**src/hdl/sua_pkg.sv**
```systemverilog
package sua_pkg;

	localparam int VALVE_W             = 4;
	localparam int MV_W                = 16;
	localparam int TIME_W              = 32;
	localparam int QUEUE_DEPTH         = 2;
	localparam int NUM_VALVES_DEF      = 8;
	localparam int ENABLE_AT_RESET_DEF = 1;

	localparam logic [MV_W-1:0] UNDERSHOOT_RST = 16'd200;
	localparam logic [MV_W-1:0] APPROACH_RST   = 16'd500;

	// register indexes on the configuration port
	localparam logic CFG_UNDERSHOOT = 1'b0;
	localparam logic CFG_APPROACH   = 1'b1;

	// command codes on the input channel
	localparam logic [1:0] CMD_REQUEST = 2'd0;
	localparam logic [1:0] CMD_FORCE   = 2'd1;
	localparam logic [1:0] CMD_TICK    = 2'd2;
	localparam logic [1:0] CMD_ENABLE  = 2'd3;

	typedef enum logic [2:0] {
		OP_REQ,
		OP_FORCE,
		OP_TICK,
		OP_EN,
		OP_DIS
	} op_t;

	typedef struct packed {
		op_t               op;
		logic [VALVE_W-1:0] valve;
		logic [MV_W-1:0]    mv;
		logic [TIME_W-1:0]  now;
	} cmd_t;

	typedef enum logic [1:0] {
		ST_IDLE,
		ST_SCAN,
		ST_DRAIN
	} state_t;

endpackage

```
**src/hdl/setpoint_undershoot_approach.sv**
```systemverilog
// Per-valve setpoint writer that settles onto a lower setpoint from below. Commands are decoded
// on entry (requests and forces for a valve out of range are dropped there) and wait in a
// two-entry queue, so the input keeps taking beats while the queue has room, also while the
// executor works or the output stalls. A request or force gives one DAC write. A tick while
// enabled, or a disable, walks the valve table one entry per cycle, but stalls while a held write
// waits for a full output register; each write it makes is held back until the next is found or
// the walk ends, so that the final write can carry the last flag. Each result sits in an output
// register until taken; a free output register lets the executor continue in the same cycle.
module setpoint_undershoot_approach import sua_pkg::*; #(
	parameter int NUM_VALVES      = NUM_VALVES_DEF,
	parameter int ENABLE_AT_RESET = ENABLE_AT_RESET_DEF
) (
	input  logic               clk,
	input  logic               arst_n,
	input  logic               in_valid,
	output logic               in_ready,
	input  logic [1:0]         command,
	input  logic [VALVE_W-1:0] valve_index,
	input  logic [MV_W-1:0]    setpoint_mv,
	input  logic               enable_flag,
	input  logic [TIME_W-1:0]  now_ms,
	output logic               out_valid,
	input  logic               out_ready,
	output logic [VALVE_W-1:0] out_valve,
	output logic [MV_W-1:0]    output_mv,
	output logic               approach_on,
	output logic               last,
	input  logic               cfg_we,
	input  logic               cfg_index,
	input  logic [MV_W-1:0]    cfg_data
);

	logic q_ready;
	logic q_push;
	cmd_t q_data;
	logic q_pop;
	logic q_valid;
	cmd_t q_head;

	sua_front #(
		.NUM_VALVES(NUM_VALVES)
	) u_front (
		.in_valid   (in_valid),
		.in_ready   (in_ready),
		.command    (command),
		.valve_index(valve_index),
		.setpoint_mv(setpoint_mv),
		.enable_flag(enable_flag),
		.now_ms     (now_ms),
		.q_ready    (q_ready),
		.q_push     (q_push),
		.q_data     (q_data)
	);

	sua_queue u_queue (
		.clk       (clk),
		.arst_n    (arst_n),
		.push      (q_push),
		.push_data (q_data),
		.push_ready(q_ready),
		.pop       (q_pop),
		.pop_valid (q_valid),
		.pop_data  (q_head)
	);

	sua_back #(
		.NUM_VALVES     (NUM_VALVES),
		.ENABLE_AT_RESET(ENABLE_AT_RESET)
	) u_back (
		.clk        (clk),
		.arst_n     (arst_n),
		.q_valid    (q_valid),
		.q_head     (q_head),
		.q_pop      (q_pop),
		.cfg_we     (cfg_we),
		.cfg_index  (cfg_index),
		.cfg_data   (cfg_data),
		.out_valid  (out_valid),
		.out_ready  (out_ready),
		.out_valve  (out_valve),
		.output_mv  (output_mv),
		.approach_on(approach_on),
		.last       (last)
	);

endmodule

```
**src/hdl/sua_front.sv**
```systemverilog
module sua_front import sua_pkg::*; #(
	parameter int NUM_VALVES = NUM_VALVES_DEF
) (
	input  logic               in_valid,
	output logic               in_ready,
	input  logic [1:0]         command,
	input  logic [VALVE_W-1:0] valve_index,
	input  logic [MV_W-1:0]    setpoint_mv,
	input  logic               enable_flag,
	input  logic [TIME_W-1:0]  now_ms,
	input  logic               q_ready,
	output logic               q_push,
	output cmd_t               q_data
);

	logic in_range;
	logic keep;

	assign in_range = 32'(valve_index) < NUM_VALVES;
	assign in_ready = q_ready;

	always_comb begin
		q_data.valve = valve_index;
		q_data.mv    = setpoint_mv;
		q_data.now   = now_ms;
		keep         = 1'b1;
		case (command)
			CMD_REQUEST: begin
				q_data.op = OP_REQ;
				keep      = in_range;
			end
			CMD_FORCE: begin
				q_data.op = OP_FORCE;
				keep      = in_range;
			end
			CMD_TICK:   q_data.op = OP_TICK;
			default:    q_data.op = enable_flag ? OP_EN : OP_DIS;
		endcase
	end

	// requests and forces for a valve out of range are taken and dropped
	assign q_push = in_valid && q_ready && keep;

endmodule

```
**src/hdl/sua_queue.sv**
```systemverilog
module sua_queue import sua_pkg::*; (
	input  logic clk,
	input  logic arst_n,
	input  logic push,
	input  cmd_t push_data,
	output logic push_ready,
	input  logic pop,
	output logic pop_valid,
	output cmd_t pop_data
);

	localparam int PTR_W = (QUEUE_DEPTH > 1) ? $clog2(QUEUE_DEPTH) : 1;
	localparam int CNT_W = $clog2(QUEUE_DEPTH + 1);

	cmd_t             mem_q [QUEUE_DEPTH];
	logic [PTR_W-1:0] wptr_q;
	logic [PTR_W-1:0] rptr_q;
	logic [CNT_W-1:0] count_q;
	logic             do_push;
	logic             do_pop;

	assign push_ready = count_q != CNT_W'(QUEUE_DEPTH);
	assign pop_valid  = count_q != '0;
	assign pop_data   = mem_q[rptr_q];
	assign do_push    = push && push_ready;
	assign do_pop     = pop && pop_valid;

	always_ff @(posedge clk) begin
		if (do_push) begin
			mem_q[wptr_q] <= push_data;
		end
	end

	always_ff @(posedge clk or negedge arst_n) begin
		if (!arst_n) begin
			wptr_q  <= '0;
			rptr_q  <= '0;
			count_q <= '0;
		end else begin
			if (do_push) begin
				wptr_q <= (wptr_q == PTR_W'(QUEUE_DEPTH - 1)) ? '0 : wptr_q + 1'b1;
			end
			if (do_pop) begin
				rptr_q <= (rptr_q == PTR_W'(QUEUE_DEPTH - 1)) ? '0 : rptr_q + 1'b1;
			end
			if (do_push && !do_pop) begin
				count_q <= count_q + 1'b1;
			end else if (do_pop && !do_push) begin
				count_q <= count_q - 1'b1;
			end
		end
	end

endmodule

```
**src/hdl/sua_back.sv**
```systemverilog
module sua_back import sua_pkg::*; #(
	parameter int NUM_VALVES      = NUM_VALVES_DEF,
	parameter int ENABLE_AT_RESET = ENABLE_AT_RESET_DEF
) (
	input  logic               clk,
	input  logic               arst_n,
	input  logic               q_valid,
	input  cmd_t               q_head,
	output logic               q_pop,
	input  logic               cfg_we,
	input  logic               cfg_index,
	input  logic [MV_W-1:0]    cfg_data,
	output logic               out_valid,
	input  logic               out_ready,
	output logic [VALVE_W-1:0] out_valve,
	output logic [MV_W-1:0]    output_mv,
	output logic               approach_on,
	output logic               last
);

	localparam int IDX_W = (NUM_VALVES > 1) ? $clog2(NUM_VALVES) : 1;

	logic [MV_W-1:0]   target_q   [NUM_VALVES];
	logic [MV_W-1:0]   applied_q  [NUM_VALVES];
	logic              dipping_q  [NUM_VALVES];
	logic [TIME_W-1:0] start_q    [NUM_VALVES];

	logic [MV_W-1:0]   undershoot_q;
	logic [MV_W-1:0]   approach_q;
	logic              en_q, en_d;

	state_t            state_q, state_d;
	logic [IDX_W-1:0]  idx_q, idx_d;
	logic              scan_dis_q, scan_dis_d;
	logic [TIME_W-1:0] scan_now_q, scan_now_d;

	logic              pend_valid_q;
	logic [IDX_W-1:0]  pend_idx_q;
	logic [MV_W-1:0]   pend_mv_q;
	logic              pend_load, pend_clear;

	logic              out_valid_q;
	logic [VALVE_W-1:0] out_valve_q;
	logic [MV_W-1:0]   out_mv_q;
	logic              out_on_q;
	logic              out_last_q;
	logic              out_load;
	logic [VALVE_W-1:0] out_valve_d;
	logic [MV_W-1:0]   out_mv_d;
	logic              out_last_d;

	logic [IDX_W-1:0]  addr;
	logic [MV_W-1:0]   tgt_rd, app_rd;
	logic              dip_rd;
	logic [TIME_W-1:0] start_rd;
	logic [MV_W-1:0]   dip_mv;
	logic [TIME_W-1:0] elapsed;
	logic              hit;
	logic              slot_free;

	logic              wr_en, wr_dip, wr_start_en;
	logic [MV_W-1:0]   wr_tgt, wr_app;

	assign addr     = (state_q == ST_IDLE) ? q_head.valve[IDX_W-1:0] : idx_q;
	assign tgt_rd   = target_q[addr];
	assign app_rd   = applied_q[addr];
	assign dip_rd   = dipping_q[addr];
	assign start_rd = start_q[addr];

	assign dip_mv    = (q_head.mv > undershoot_q) ? q_head.mv - undershoot_q : '0;
	// wrap-safe elapsed time
	assign elapsed   = scan_now_q - start_rd;
	assign hit       = dip_rd && (scan_dis_q || elapsed >= TIME_W'(approach_q));
	assign slot_free = !out_valid_q || out_ready;

	always_comb begin
		q_pop       = 1'b0;
		en_d        = en_q;
		state_d     = state_q;
		idx_d       = idx_q;
		scan_dis_d  = scan_dis_q;
		scan_now_d  = scan_now_q;
		pend_load   = 1'b0;
		pend_clear  = 1'b0;
		out_load    = 1'b0;
		out_valve_d = VALVE_W'(pend_idx_q);
		out_mv_d    = pend_mv_q;
		out_last_d  = 1'b0;
		wr_en       = 1'b0;
		wr_tgt      = tgt_rd;
		wr_app      = tgt_rd;
		wr_dip      = 1'b0;
		wr_start_en = 1'b0;
		case (state_q)
			ST_IDLE: begin
				if (q_valid) begin
					case (q_head.op)
						OP_REQ, OP_FORCE: begin
							if (slot_free) begin
								q_pop       = 1'b1;
								wr_en       = 1'b1;
								wr_tgt      = q_head.mv;
								out_load    = 1'b1;
								out_valve_d = q_head.valve;
								out_last_d  = 1'b1;
								if (q_head.op == OP_FORCE || !en_q || q_head.mv >= app_rd) begin
									wr_app   = q_head.mv;
									out_mv_d = q_head.mv;
								end else begin
									wr_app      = dip_mv;
									wr_dip      = 1'b1;
									wr_start_en = 1'b1;
									out_mv_d    = dip_mv;
								end
							end
						end
						OP_TICK: begin
							q_pop = 1'b1;
							if (en_q) begin
								state_d    = ST_SCAN;
								idx_d      = '0;
								scan_dis_d = 1'b0;
								scan_now_d = q_head.now;
							end
						end
						OP_EN: begin
							q_pop = 1'b1;
							en_d  = 1'b1;
						end
						default: begin
							q_pop      = 1'b1;
							en_d       = 1'b0;
							state_d    = ST_SCAN;
							idx_d      = '0;
							scan_dis_d = 1'b1;
						end
					endcase
				end
			end
			ST_SCAN: begin
				// a hit hands the held write on, so it can only go once the slot is free
				if (!hit || !pend_valid_q || slot_free) begin
					if (hit) begin
						wr_en     = 1'b1;
						pend_load = 1'b1;
						out_load  = pend_valid_q;
					end
					if (idx_q == IDX_W'(NUM_VALVES - 1)) begin
						state_d = ST_DRAIN;
					end else begin
						idx_d = idx_q + 1'b1;
					end
				end
			end
			ST_DRAIN: begin
				if (!pend_valid_q) begin
					state_d = ST_IDLE;
				end else if (slot_free) begin
					out_load   = 1'b1;
					out_last_d = 1'b1;
					pend_clear = 1'b1;
					state_d    = ST_IDLE;
				end
			end
			default: state_d = ST_IDLE;
		endcase
	end

	always_ff @(posedge clk) begin
		if (wr_start_en) begin
			start_q[addr] <= q_head.now;
		end
		if (pend_load) begin
			pend_idx_q <= idx_q;
			pend_mv_q  <= tgt_rd;
		end
		if (out_load) begin
			out_valve_q <= out_valve_d;
			out_mv_q    <= out_mv_d;
			out_on_q    <= en_q;
			out_last_q  <= out_last_d;
		end
		scan_now_q <= scan_now_d;
		scan_dis_q <= scan_dis_d;
		idx_q      <= idx_d;
	end

	always_ff @(posedge clk or negedge arst_n) begin
		if (!arst_n) begin
			for (int i = 0; i < NUM_VALVES; i++) begin
				target_q[i]  <= '0;
				applied_q[i] <= '0;
				dipping_q[i] <= 1'b0;
			end
			undershoot_q <= UNDERSHOOT_RST;
			approach_q   <= APPROACH_RST;
			en_q         <= (ENABLE_AT_RESET != 0);
			state_q      <= ST_IDLE;
			pend_valid_q <= 1'b0;
			out_valid_q  <= 1'b0;
		end else begin
			if (wr_en) begin
				target_q[addr]  <= wr_tgt;
				applied_q[addr] <= wr_app;
				dipping_q[addr] <= wr_dip;
			end
			if (cfg_we) begin
				case (cfg_index)
					CFG_UNDERSHOOT: undershoot_q <= cfg_data;
					CFG_APPROACH:   approach_q   <= cfg_data;
					default:        ;
				endcase
			end
			en_q    <= en_d;
			state_q <= state_d;
			if (pend_load) begin
				pend_valid_q <= 1'b1;
			end else if (pend_clear) begin
				pend_valid_q <= 1'b0;
			end
			if (out_load) begin
				out_valid_q <= 1'b1;
			end else if (out_ready) begin
				out_valid_q <= 1'b0;
			end
		end
	end

	assign out_valid   = out_valid_q;
	assign out_valve   = out_valve_q;
	assign output_mv   = out_mv_q;
	assign approach_on = out_on_q;
	assign last        = out_last_q;

endmodule

```
**config.mk**
```make
export PLATFORM = sky130hd
export DESIGN_NAME = setpoint_undershoot_approach
export DESIGN_NICKNAME = d
export VERILOG_FILES = /design/src/hdl/sua_pkg.sv /design/src/hdl/setpoint_undershoot_approach.sv /design/src/hdl/sua_front.sv /design/src/hdl/sua_queue.sv /design/src/hdl/sua_back.sv
export SDC_FILE = /design/constraint.sdc
export NUM_CORES = 1
export LEC_CHECK = 0
export BUFFER_PORTS_ARGS = -buffer_cell sky130_fd_sc_hd__buf_2
export CAP_MARGIN = 20
export CORE_MARGIN = 5
export CORE_UTILIZATION = 50
export DETAILED_ROUTE_END_ITERATION = 10
export GPL_ROUTABILITY_DRIVEN = 0
export GPL_TIMING_DRIVEN = 0
export PLACE_DENSITY = 0.66
export SYNTH_ARGS = -nofsm -noshare
export SYNTH_HDL_FRONTEND = slang
export SYNTH_HIERARCHICAL = 1
export SYNTH_SLANG_ARGS = --single-unit
```
**constraint.sdc**
```tcl
create_clock -name clk -period 11.9 [get_ports clk]
set_input_delay 0.595 -clock clk [delete_from_list [all_inputs] [get_ports clk]]
set_output_delay 0.595 -clock clk [all_outputs]
set_load 0.01 [all_outputs]
```
# --- Yosys cells after proc, flatten, opt, wreduce, memory -nomap -nowiden ---
# Memories as Yosys holds them, arrays and structs flattened.
# Cells that the tools add are included.
totals:
  ff_bits: 382
  mem_bits_rw: 366
  input_bits: 77
  output_inout_bits: 24
  n_memories: 2
op_classes:
  add_sub_neg: 7
  magnitude_cmp: 6
  eq_ne: 17
  mux: 88
  bitwise: 4
  n_reduce_logical: 40
memory_table:
  columns: ["name", "words", "width", "read_ports", "rd_ports_with_merged_regs", "write_ports", "line_no", "source"]
  rows:
  - ["u_back.start_q", 8, 32, 1, 0, 1, "sua_back.sv:26", "logic [TIME_W-1:0] start_q [NUM_VALVES];"]
  - ["u_queue.mem_q", 2, 55, 1, 0, 1, "sua_queue.sv:15", "cmd_t mem_q [QUEUE_DEPTH];"]
ops:
  columns: ["operator", "n"]
  rows:
  - ["$mux 16", 19]
  - ["$bwmux 128", 2]
  - ["$bmux 16 s3", 2]
  - ["$demux 16 s3", 1]
  - ["$mux 1", 33]
  - ["$ge 32x16->1", 1]
  - ["$sub 32x32->32", 1]
  - ["$mux 3", 10]
  - ["$ge 16x16->1", 1]
  - ["$gt 16x16->1", 1]
  - ["$mux 2", 8]
  - ["$sub 16x16->16", 1]
  - ["$pmux 3 s2", 2]
  - ["$reduce_and 4->1", 3]
  - ["$reduce_and 6->1", 2]
  - ["$reduce_bool 2->1", 5]
  - ["$pmux 3 s3", 1]
  - ["$bwmux 8", 1]
  - ["$logic_and 1x1->1", 8]
  - ["$ne 2x2->1 const B", 4]
  - ["$pmux 1 s2", 4]
  - ["$eq 3x2->1 const B", 2]
  - ["$logic_not 1->1", 6]
  - ["$logic_or 1x1->1", 6]
  - ["27 further kinds", 38]

# --- Logic depth before layout (Yosys ltp) ---
logic_depth:
  depth_word: 15
  mapped_depth: 33
  mapped_depth_nobuf: 26

# --- By module ---
# The synthesis kept the hierarchy.
modules_own_cells:
  columns: ["mod", "instances", "cells_per_inst", "area_each_um2", "seq_area_each_um2"]
  rows:
  - ["sua_back", 1, 2313, 29208.0, 17544.3]
  - ["sua_queue", 1, 189, 4327.9, 3403.3]
  - ["sua_front", 1, 60, 440.4, 0.0]

# --- Worst setup path after synthesis ---
# Ideal clock, no wire load.
synth_timing:
  path_type: "register -> register"
  from: "reg u_queue.rptr_q"
  to: "reg u_back/target_q[14] (netlist name)"
  setup_time_ns: 0.125
  arrival_ns: 7.061
  required_time_ns: 11.775
  setup_slack_ns: 4.715
  stages_incl_launch_ff: 34
  n_path_buf: 7
  synth_period_minus_slack_ns: 7.185
  cell_sequence: "dfrtp_1 -> buf_6 -> buf_6 -> mux2_4 -> nor4b_1 -> a31oi_1 -> clkbuf_1 -> nand2b_1 -> clkbuf_1 -> clkbuf_1 -> clkbuf_1 -> o22ai_1 -> nor3_1 -> ha_1 -> inv_1 -> fa_1 -> a211oi_2 -> o21ai_1 -> a21oi_1 -> nor2_1 -> nor2_1 -> xnor2_1 -> ha_1 -> a21oi_1 -> o22ai_1 -> a2111oi_0 -> o21a_1 -> o2111a_1 -> o2111ai_1 -> a2111oi_4 -> nand3_4 -> a21oi_4 -> buf_6 -> mux2_2"
synth_rtl:
  columns: ["element", "line_no", "source"]
  rows:
  - ["start: declaration", "sua_queue.sv:17", "logic [PTR_W-1:0] rptr_q;"]
  - ["start signal: assignment", "sua_queue.sv:44", "rptr_q <= (rptr_q == PTR_W'(QUEUE_DEPTH - 1)) ? '0 : rptr_q + 1'b1;"]
  - ["end signal: indexed assignment", "sua_back.sv:203", "target_q[addr] <= wr_tgt;"]
  - ["end: declaration", "sua_back.sv:23", "logic [MV_W-1:0] target_q [NUM_VALVES];"]

==> results.sh <==
export IMPL_cts_root_buffer_cell="clkbuf_16"
export IMPL_maxSlewHeadroom_pct=27.11
export IMPL_synth_edf_count=443
export IMPL_crit_path_end_kind="flop"
export IMPL_hp_class="primary input to flop"
export IMPL_cts_clk_slew_worst_paths_ns=0.06
export IMPL_synth_seq_cells=748
export IMPL_crit_type="flop to flop"
export IMPL_die_h_um=270.7
export IMPL_slowest_delay_ns=0.82
export IMPL_ir_drop_mv=0.2207
export IMPL_min_period_ns=10.84
export IMPL_final_period_utilization_pct=91.07
export IMPL_arrival_ns=11.04
export IMPL_ff2ff_path_depth=31
export IMPL_fillCellCount=5402
export IMPL_maxSlewViolCount=0
export IMPL_setup_viol=0
export IMPL_dieArea_sq_um=73270
export IMPL_grt_pass1_wl_um=145200
export IMPL_row_count=95
export IMPL_seq_area_frac_synth_pct=61.65
export IMPL_overflow=0
export IMPL_htreeDepth=3
export IMPL_yosys_warnings=6
export IMPL_synth_nets=2723
export IMPL_core_sq_um=67280
export IMPL_numClockSinks=748
export IMPL_mostFrequentLayoutCells="443 x edfxtp_1, 295 x dfrtp_1, 230 x nand2_1"
export IMPL_routedWlPerCell_um=26.37
export IMPL_drtPass1Iterations=6
export IMPL_clock_latency_ns=0.62
export IMPL_reg2reg_to="u_back/pend_mv_q[1]$_DFFE_PP_"
export IMPL_cts_hold_buf=1
export IMPL_cts_resized=0
export IMPL_p_leak_uw=0.01566
export IMPL_cts_buffers=77
export IMPL_rsz0062_at_grt="no"
export IMPL_dp_hpwl_um=68340
export IMPL_grtUsageTotal_pct=26.00
export IMPL_ios=101
export IMPL_cellPowerDensity_nw_per_um2=307.2
export IMPL_initial_core_util_pct=50.50
export IMPL_startpoint_type="flop"
export IMPL_rrSetupSlack_ns=1.06
export IMPL_grt_max_degree=127
export IMPL_cap_viol_max_count=0
export IMPL_instances_no_fill=3668
export IMPL_clockBufferDepth=3
export IMPL_finalHoldViolations=0
export IMPL_vias=22864
export IMPL_netlist_instances=2562
export IMPL_grt_pass1_vias=22906
export IMPL_fmax_mhz=92.27
export IMPL_status="finished clean"
export IMPL_setup_worst_path_end="u_back/pend_mv_q[1]$_DFFE_PP_"
export IMPL_reg2reg_from="u_queue/rptr_q$_DFFE_PN0P_"
export IMPL_tightest_slew_ns=1.093
export IMPL_layout_area_overhead_vs_synth_pct=13.22
export IMPL_ys_types=81
export IMPL_die_width_um=270.7
export IMPL_synthFlopType="edfxtp_1"
export IMPL_grt_antenna_before_repair=2
export IMPL_dp_cells=3524
export IMPL_nets=2893
export IMPL_syn_area_sq_um=33980
export IMPL_via_per_inst=6.233
export IMPL_drive_gt1_share_pct=19.86
export IMPL_syn_avg_cell_area_sq_um=13.26
export IMPL_postRouteWirelength_um=96720
export IMPL_postCtsSetupRepairBufs=0
export IMPL_setup_tns_final_ns=0
export IMPL_crit_path_frequent_cell="clkbuf_1"
export IMPL_drc_errors=0
export IMPL_crit_path_top_delay_cell="clkbuf_1"
export IMPL_async_flop_share_pct=40.78
export IMPL_cts_tree="built"
export IMPL_drt_iter0_drc=2789
export IMPL_required_ns=12.10
export IMPL_port_buffers=49
export IMPL_drt_antenna_violating_nets=0
export IMPL_final_common_cell="edfxtp_1"
export IMPL_skew_ns=0.02456
export IMPL_startpoint="u_queue/rptr_q$_DFFE_PN0P_"
export IMPL_critPathMaxFanout=19
how the worst min path moves through the flow:
stage,end,cells after the start,startpoint
after floorplan,u_back/applied_q[0]$_DFFE_PN0P_,0,arst_n
after global placement,u_back/dipping_q[5]$_DFFE_PN0P_,1,u_back/dipping_q[5]$_DFFE_PN0P_
after detailed placement,u_back/dipping_q[7]$_DFFE_PN0P_,1,u_back/dipping_q[7]$_DFFE_PN0P_
after CTS,u_queue/mem_q[1][50]$_DFFE_PP_,1,valve_index[2]
after global routing,u_queue/mem_q[0][45]$_DFFE_PP_,1,setpoint_mv[13]
final,u_queue/mem_q[1][50]$_DFFE_PP_,1,valve_index[2]
logic make-up after synthesis:
group	Yosys count	share of synthesized area [%]
DFF	748	61.65
adders and majority gates	84	3.138
buffers and inverters	246	4.014
AOI/OAI and AO/OA	532	10.66
xor gates and xnor gates	37	0.9538
and+or+nand+nor	575	7.895
muxes	340	11.68
state kept, by name (all words and copies together) (netlist names):
| signal | flops |
|---|---|
| u_back/start_q | 256 |
| u_back/applied_q | 128 |
| u_back/target_q | 128 |
| u_queue/mem_q | 110 |
| u_back/scan_now_q | 32 |
| u_back/approach_q | 16 |
| u_back/output_mv | 16 |
| u_back/pend_mv_q | 16 |
| u_back/undershoot_q | 16 |
| u_back/dipping_q | 8 |
| u_back/out_valve | 4 |
| u_back/idx_q | 3 |
| u_back/pend_idx_q | 3 |
| u_back/state_q | 2 |
| u_queue/count_q | 2 |
| u_back/approach_on | 1 |
| u_back/en_q | 1 |
| u_back/last | 1 |
| u_back/out_valid | 1 |
| u_back/pend_valid_q | 1 |
| u_back/scan_dis_q | 1 |
| u_queue/rptr_q | 1 |
| u_queue/wptr_q | 1 |
routing by layer:
layer,GRT usage (%),wire length [um],vias up
met3,5.759,9609,186
met5,0,68,-
met1,37.22,40700,11551
li1,-,-,9952
met4,7.953,2869,2
met2,40.17,43480,1173
cells in the mapped netlist (all sizes together), types with 5 or more instances:
master	count	area share (%)
and4	6	0.15
a22oi	67	1.5
xor2	9	0.23
a221oi	19	0.49
o22ai	111	2.0
dfstp	10	0.77
ha	82	3.0
nor2b	11	0.20
nand4	27	0.50
and2	13	0.24
o211ai	17	0.39
nor2	124	1.4
and3	15	0.28
xnor2	28	0.72
nor4	8	0.17
o2111ai	5	0.13
clkbuf	66	0.73
inv	64	0.71
a21oi	114	2.0
a21boi	5	0.11
a31oi	13	0.26
nand2b	20	0.37
edfxtp	443	39
a22o	16	0.41
a211oi	11	0.26
o21a	15	0.33
o21bai	5	0.11
nand3	54	0.83
o21ai	70	1.0
dfrtp	295	22
nand2	230	2.5
or4	17	0.38
or3	9	0.18
nor3	32	0.47
mux2	332	11
mux2i	8	0.24
a21o	31	0.68
buf	116	2.6
report_power, final:
part / leakage, uW / internal [uW] / switching (uW)
logic: 0.00634 / 2010 / 3830
clock network: 0.00123 / 1420 / 994
registers: 0.00809 / 3380 / 187
total: 0.0157 / 6810 / 5010
metrics by stage:
stage / hold WS (ns) / utilization, % / total power [uW] / area [sq um] / setup slack, ns
after CTS: 0.1254 / 57.14 / 11700 / 38440 / 1.208
after global placement: 0.4629 / 52.49 / 9077 / 35310 / -1.440
after detailed placement: 0.4667 / 53.35 / 9263 / 35890 / 1.238
final: 0.1595 / 57.18 / 11820 / 38470 / 1.063
after floorplan: 0.2994 / - / 7327 / 33980 / 4.715
after global routing: 0.1371 / 57.18 / 12410 / 38470 / 0.6270
final cells by class:
class	instances	area [sq um]	share of cell area [%]
buffer	182	1124	2.921
inverter	64	240.2	0.6245
timing repair buffer	91	787.0	2.046
clock inverter	46	461.7	1.200
tap	873	1092	2.839
antenna	1	2.502	0.006505
multi-input combinational	1568	11740	30.51
sequential	748	20950	54.45
clock buffer	95	2077	5.399
critical path, delay by kind of cell, from the launching register on:
kind,cells,cell delay [ns]
buf+inv,7,3.30
compound gates,12,3.16
simple gates,7,2.10
fa+ha+maj,3,0.94
mux,1,0.36
flops,1,0.35
xor+xnor,1,0.16
No activity file was read; power rests on OpenSTA's default activity.
